File: src/rtl/fast_packet_reassembler_top_defines.svh
// Assertion macros, left empty in synthesis builds.
`ifndef FAST_PACKET_REASSEMBLER_TOP_DEFINES_SVH
`define FAST_PACKET_REASSEMBLER_TOP_DEFINES_SVH
`ifndef SYNTHESIS
`define FPR_CHECK(lbl, prop, msg) \
	lbl: assert property (@(posedge clk) disable iff (!arst_n) prop) else $error(msg);
`define FPR_NEVER(lbl, cond, msg) `FPR_CHECK(lbl, !(cond), msg)
`else
`define FPR_CHECK(lbl, prop, msg)
`define FPR_NEVER(lbl, cond, msg)
`endif
`endif

File: src/rtl/fpr_pkg.sv
package fpr_pkg;

	localparam int NFAST = 13;
	localparam logic [17:0] FAST_PGNS [NFAST] = '{
		18'd126464, 18'd126996, 18'd65240, 18'd126208, 18'd129038, 18'd129039, 18'd129041,
		18'd129793, 18'd129794, 18'd129798, 18'd129802, 18'd129809, 18'd129810
	};

	localparam logic [1:0] ST_SINGLE   = 2'd0;
	localparam logic [1:0] ST_PENDING  = 2'd1;
	localparam logic [1:0] ST_COMPLETE = 2'd2;
	localparam logic [1:0] ST_DROPPED  = 2'd3;

	localparam logic [4:0] LAST_WORD = 5'd31;

	typedef enum logic [2:0] {
		OUT_SINGLE,
		OUT_SHORT,
		OUT_DROP,
		OUT_PEND,
		OUT_WORD
	} out_sel_t;

	typedef struct packed {
		logic     capture;
		logic     lookup;
		logic     open;
		logic     clr_we;
		logic     wr_lo;
		logic     wr_hi;
		logic     upd;
		logic     out_load;
		out_sel_t out_sel;
		logic [4:0] word;
	} cmd_t;

	typedef struct packed {
		logic fast;
		logic hit;
		logic free_any;
		logic short_len;
		logic done;
		logic last_word;
		logic out_free;
	} stat_t;

	function automatic logic is_fast(input logic [17:0] pgn);
		logic r;
		r = 1'b0;
		for (int k = 0; k < NFAST; k++) begin
			if (FAST_PGNS[k] == pgn) r = 1'b1;
		end
		return r;
	endfunction

endpackage

File: src/rtl/fpr_ctrl.sv
module fpr_ctrl (
	input  logic           clk,
	input  logic           arst_n,
	input  logic           s_tvalid,
	output logic           s_tready,
	input  fpr_pkg::stat_t stat,
	output fpr_pkg::cmd_t  cmd
);
`include "fast_packet_reassembler_top_defines.svh"

	typedef enum logic [2:0] {
		IDLE, LOOKUP, CLEAR, WR_LO, WR_HI, RD, RDW, EMIT
	} state_t;

	state_t state_q;
	logic [4:0] cnt_q;
	fpr_pkg::out_sel_t sel_q;

	assign s_tready = state_q == IDLE;

	always_comb begin
		cmd = '0;
		cmd.word = cnt_q;
		cmd.out_sel = sel_q;
		case (state_q)
			IDLE:   cmd.capture = s_tvalid;
			LOOKUP: begin
				cmd.lookup = 1'b1;
				cmd.open = stat.fast && !stat.hit && !stat.short_len && stat.free_any;
			end
			CLEAR:  cmd.clr_we = 1'b1;
			WR_LO:  cmd.wr_lo = 1'b1;
			WR_HI: begin
				cmd.wr_hi = 1'b1;
				cmd.upd = 1'b1;
			end
			RDW: begin
				cmd.out_sel = fpr_pkg::OUT_WORD;
				cmd.out_load = stat.out_free;
			end
			EMIT:   cmd.out_load = stat.out_free;
			default: cmd.capture = 1'b0;
		endcase
	end

	always_ff @(posedge clk or negedge arst_n) begin
		if (!arst_n) begin
			state_q <= IDLE;
			cnt_q <= '0;
			sel_q <= fpr_pkg::OUT_SINGLE;
		end else begin
			case (state_q)
				IDLE: if (s_tvalid) state_q <= LOOKUP;
				LOOKUP: begin
					cnt_q <= '0;
					if (!stat.fast) begin
						sel_q <= fpr_pkg::OUT_SINGLE;
						state_q <= EMIT;
					end else if (stat.hit) begin
						state_q <= WR_LO;
					end else if (stat.short_len) begin
						sel_q <= fpr_pkg::OUT_SHORT;
						state_q <= EMIT;
					end else if (!stat.free_any) begin
						sel_q <= fpr_pkg::OUT_DROP;
						state_q <= EMIT;
					end else begin
						state_q <= CLEAR;
					end
				end
				CLEAR: begin
					cnt_q <= cnt_q + 5'd1;
					if (cnt_q == fpr_pkg::LAST_WORD) begin
						sel_q <= fpr_pkg::OUT_PEND;
						state_q <= EMIT;
					end
				end
				WR_LO: state_q <= WR_HI;
				WR_HI: begin
					cnt_q <= '0;
					if (stat.done) begin
						state_q <= RD;
					end else begin
						sel_q <= fpr_pkg::OUT_PEND;
						state_q <= EMIT;
					end
				end
				RD: state_q <= RDW;
				RDW: if (stat.out_free) begin
					if (stat.last_word) begin
						state_q <= IDLE;
					end else begin
						cnt_q <= cnt_q + 5'd1;
						state_q <= RD;
					end
				end
				EMIT: if (stat.out_free) state_q <= IDLE;
				default: state_q <= IDLE;
			endcase
		end
	end

	`FPR_CHECK(a_clear_ends, (state_q == CLEAR && cnt_q == fpr_pkg::LAST_WORD) |=> state_q == EMIT,
		"clear sweep overran")
	`FPR_CHECK(a_hi_after_lo, state_q == WR_LO |=> state_q == WR_HI, "frame write split")
	`FPR_NEVER(a_one_write, cmd.clr_we && (cmd.wr_lo || cmd.wr_hi), "two buffer writes at once")

endmodule

File: config.mk
export PLATFORM = sky130hd
export DESIGN_NAME = fpr_ctrl
export DESIGN_NICKNAME = d
export VERILOG_FILES = /design/src/rtl/fpr_pkg.sv /design/src/rtl/fpr_ctrl.sv
export VERILOG_INCLUDE_DIRS = /design/src /design/src/rtl
export SDC_FILE = /design/constraint.sdc
export NUM_CORES = 1
export LEC_CHECK = 0
export BUFFER_PORTS_ARGS = -buffer_cell sky130_fd_sc_hd__buf_2
export CORE_ASPECT_RATIO = 1.5
export CORE_UTILIZATION = 37
export CTS_BUF_LIST = sky130_fd_sc_hd__clkbuf_2 sky130_fd_sc_hd__clkbuf_4 sky130_fd_sc_hd__clkbuf_8
export DETAILED_ROUTE_END_ITERATION = 6
export PLACE_DENSITY_LB_ADDON = 0.12
export RECOVER_POWER = 25
export SLEW_MARGIN = 40
export SYNTH_ARGS = -nofsm -noshare
export SYNTH_HDL_FRONTEND = slang
export SYNTH_SLANG_ARGS = --single-unit
export TNS_END_PERCENT = 1
File: constraint.sdc
create_clock -name clk -period 4.2 [get_ports clk]
set_input_delay 0.84 -clock clk [delete_from_list [all_inputs] [get_ports clk]]
set_output_delay 0.84 -clock clk [all_outputs]
set_load 0.02 [all_outputs]
==> results by group <==
Outcome
  • Outcome: finished, final reports clean

Global routing
  • Global Route Usage Sum: 16.2%
  • Largest net degree at the start of global routing: 21
  • Vias in the first global route: 573
  • Global-route wire length before repair: around 2500 microns
  • Initial antenna violation count: 0
  • Grt ovf: 0

Floorplanning
  • Die area: approximately 2200 sq um
  • Core area: 1850 sq um
  • Die height: between 50 and 60 microns
  • # rows: 19
  • I/O pins: 27
  • Starting Density: 39.6%
  • Die X: around 38 microns

Timing
  • Final Critical Period: roughly 2.5 ns
  • Final setup fails: 0
  • Setup TNS Final: 0 ns
  • Rel. slew slack: 60.7%
  • Skew final: between 0.0015 and 0.002 ns
  • Unrepaired setup endpoints after global routing: no
  • Maximum clock frequency: between 400 and 500 MHz
  • Final Cycle Share: between 50% and 60%
  • Worst slew pin tran: around 0.6 ns
  • Fin. Hold Viols: 0
  • Slew Limit Fails: 0

Logic synthesis
  • Yosys cell types: 38
  • Post-synth top area share: 34.1%
  • Cell taking the most area after synthesis: dfrtp_1
  • Mean Syn Cell Area: between 8 and 9 sq um
  • Yosys reg bits: 10
  • Syn nets: 95
  • Most common cell in the netlist: dfrtp_1
  • Synthesized area: roughly 730 sq um
  • Most frequent cells after synthesis: dfrtp_1, nor2_1, a21oi_1
  • Post-synth EDFFs: 0
  • Post-synthesis async set-or-reset flop share: 100%
  • Commonest register cell after synthesis: dfrtp_1
  • Largest cells by area after synthesis: dfrtp_1, a21oi_1, ha_1
  • Yosys Warn Count: 0
  • Sequential element share of the synthesized area: between 30% and 40%
  • Syn Inst Count: 83

Layout
  • Fin util: 47.8%
  • Fillcell total: just under 200
  • Layout area overhead: 20.8%
  • Final nets: 120
  • Layout cells sized above 1: about 30%
  • Final Non-Filler Cells: ~130
  • Antenna cells: 0

Pwr
  • Cell Int Power: about 360 uW
  • Pwr Total: 673 uW
  • Sequential power share: between 30% and 40%
  • Power per cell area: roughly 760 nW/um^2
  • Switching Share: roughly 46%
  • Clock share of power: about an eighth
  • Comb power frac: 55.4%
  • Maximum vdd ir drop: a little over 0.3 mV
  • Leakage: about 0.45 nW
  • NetSw: about 310 uW

Worst setup path
  • RR Endpoint: sel_q[0]
  • R2R cell count: 6
  • R2R setup slack: 2.23 ns
  • Critical path peak fanout: 20
  • Setup CP Type: reg2out
  • CP arrival: roughly 1.6 ns
  • Worst Path Required: around 3.4 ns
  • Worst reg2reg path startpoint: cnt_q[0]
  • Setup crit end kind: primary output
  • Worst setup SP type: register

Placed design
  • I/O Buffers: 26
  • Final RePlAce weighted congestion: between 0.7 and 0.8
  • HPWL Detailed: 1240 microns
  • DP Cell Count: around 120

Min path
  • Hold Path Class: in2async

CTS
  • CTS tree: yes
  • Total CTS buffers: 3
  • Setup bufs post-CTS: 0
  • PostCTS Resize Cnt: 0
  • Cts hold-fix bufs: 0
  • Bufs on Longest Clock Path: 2
  • H-tree depth: 1
  • Clock slew at reported path FFs: 0.07 ns
  • Num Clock Sinks: 10
  • Clock Tree Root: clkbuf_4
  • Clock latency on the worst-skew pair: approximately 0.26 ns

Detailed routing
  • Via count: a little under 700
  • Drt drc: 0
  • Vias per inst: approximately 5.3
  • Per-cell routed wire length: between 10 and 15 microns
  • Pre-antenna DRT Iters: 4
  • Post-route ant nets: 0
  • Initial drt markers: 12
  • Final wirelength: between 1500 and 2000 microns

Job
  • Max-cap viol count: 0
==> cell type report <==
cell class	instances	area [sq um]	share of cell area [%]
Clock buffer	4	36.3	4.09
Inverter	4	15.0	1.69
Tap cell	21	26.3	2.96
Timing Repair Buffer	26	129	14.5
Multi-Input combinational cell	63	430	48.5
Sequential cell	10	250	28.2
==> critical path, cell delays in order (launching register included) <==
cell and delay, ns:
dfrtp_1 0.60, nor2b_1 0.33, and2b_1 0.25, buf_2 0.19
==> through the flow <==
step | instance area [sq um] | worst slack, ns | hold slack (ns)
final | 887 | 1.73 | 0.538
after global routing | 887 | 1.61 | 0.566
after CTS | 888 | 1.74 | 0.431
after detailed placement | 852 | 1.76 | 0.527
after global placement | 852 | 1.78 | 0.527
after floorplan | 734 | 1.73 | 0.509
==> state kept, by name, indices dropped and copies added, names as in the netlist <==
signal	flops
sel_q	2
state_q	3
cnt_q	5
==> layer usage <==
layer	up-vias	track usage (%)	wire [microns]
met5	-	0	0
met4	0	8.87	13
met3	2	1.19	59
met2	15	25.7	814
met1	317	20.9	774
li1	342	-	-
==> how the worst max path moves through the flow <==
stage	start	to	slack (ns)	depth (start not counted)
global placement	stat[3]	cmd[13]	1.78	5
global route	state_q[1]	cmd[15]	1.61	3
floorplan	stat[4]	cmd[13]	1.73	3
CTS	state_q[1]	cmd[14]	1.74	3
finish	state_q[1]	cmd[14]	1.73	3
detailed placement	stat[3]	cmd[13]	1.76	5
==> kinds of logic (layout without fill, tap and decap cells) <==
kind of cell             after synthesis  after routing  share of synthesized area (%)
AND/OR/NAND/NOR                       35             35                           28.8
AO/OA/AOI/OAI                         23             23                           21.8
flip-flops                            10             10                           34.1
buffers and inverters                 10             34                           7.32
adder cells (fa/ha/maj)                2              2                           3.41
multiplexers                           2              2                           3.41
XOR/XNOR                               1              1                           1.19
==> power groups by stage <==
stage | Sequential [mW] | Clock [mW] | Combinational [mW]
floorplan | 0.166 | 0 | 0.348
global placement | 0.214 | 0 | 0.375
detailed placement | 0.215 | 0 | 0.376
CTS | 0.214 | 0.0895 | 0.377
global route | 0.227 | 0.0955 | 0.403
finish | 0.214 | 0.0862 | 0.373
==> placed cells by master, fill, tap and decap left out <==
cell type / Yosys / final
a211o_1: 1 / 1
a211oi_1: 2 / 2
a21o_1: 1 / 1
a21oi_1: 5 / 5
a22o_1: 2 / 2
a311o_1: 2 / 2
and2_1: 3 / 3
and2_4: 1 / 1
and2b_1: 1 / 1
and3_1: 2 / 2
buf_2: 1 / 25
clkbuf_1: 2 / 1
clkbuf_4: 0 / 3
clkbuf_8: 0 / 1
dfrtp_1: 10 / 10
ha_1: 2 / 2
inv_1: 4 / 4
mux2_4: 1 / 1
mux2i_1: 1 / 1
nand2_1: 4 / 4
nand2b_1: 4 / 4
nand2b_4: 1 / 1
nand3_1: 3 / 3
nand3b_1: 3 / 3
nand4b_1: 1 / 1
nor2_1: 6 / 6
nor2b_1: 2 / 2
nor3_1: 1 / 1
nor3b_1: 2 / 2
o211a_1: 1 / 1
o21ai_0: 4 / 4
o21ai_1: 1 / 1
o22a_1: 1 / 1
o22ai_1: 1 / 1
o2bb2ai_1: 1 / 1
o31ai_1: 1 / 1
or3b_1: 1 / 1
xnor2_1: 1 / 1
Power figures use the tool's default switching activity.
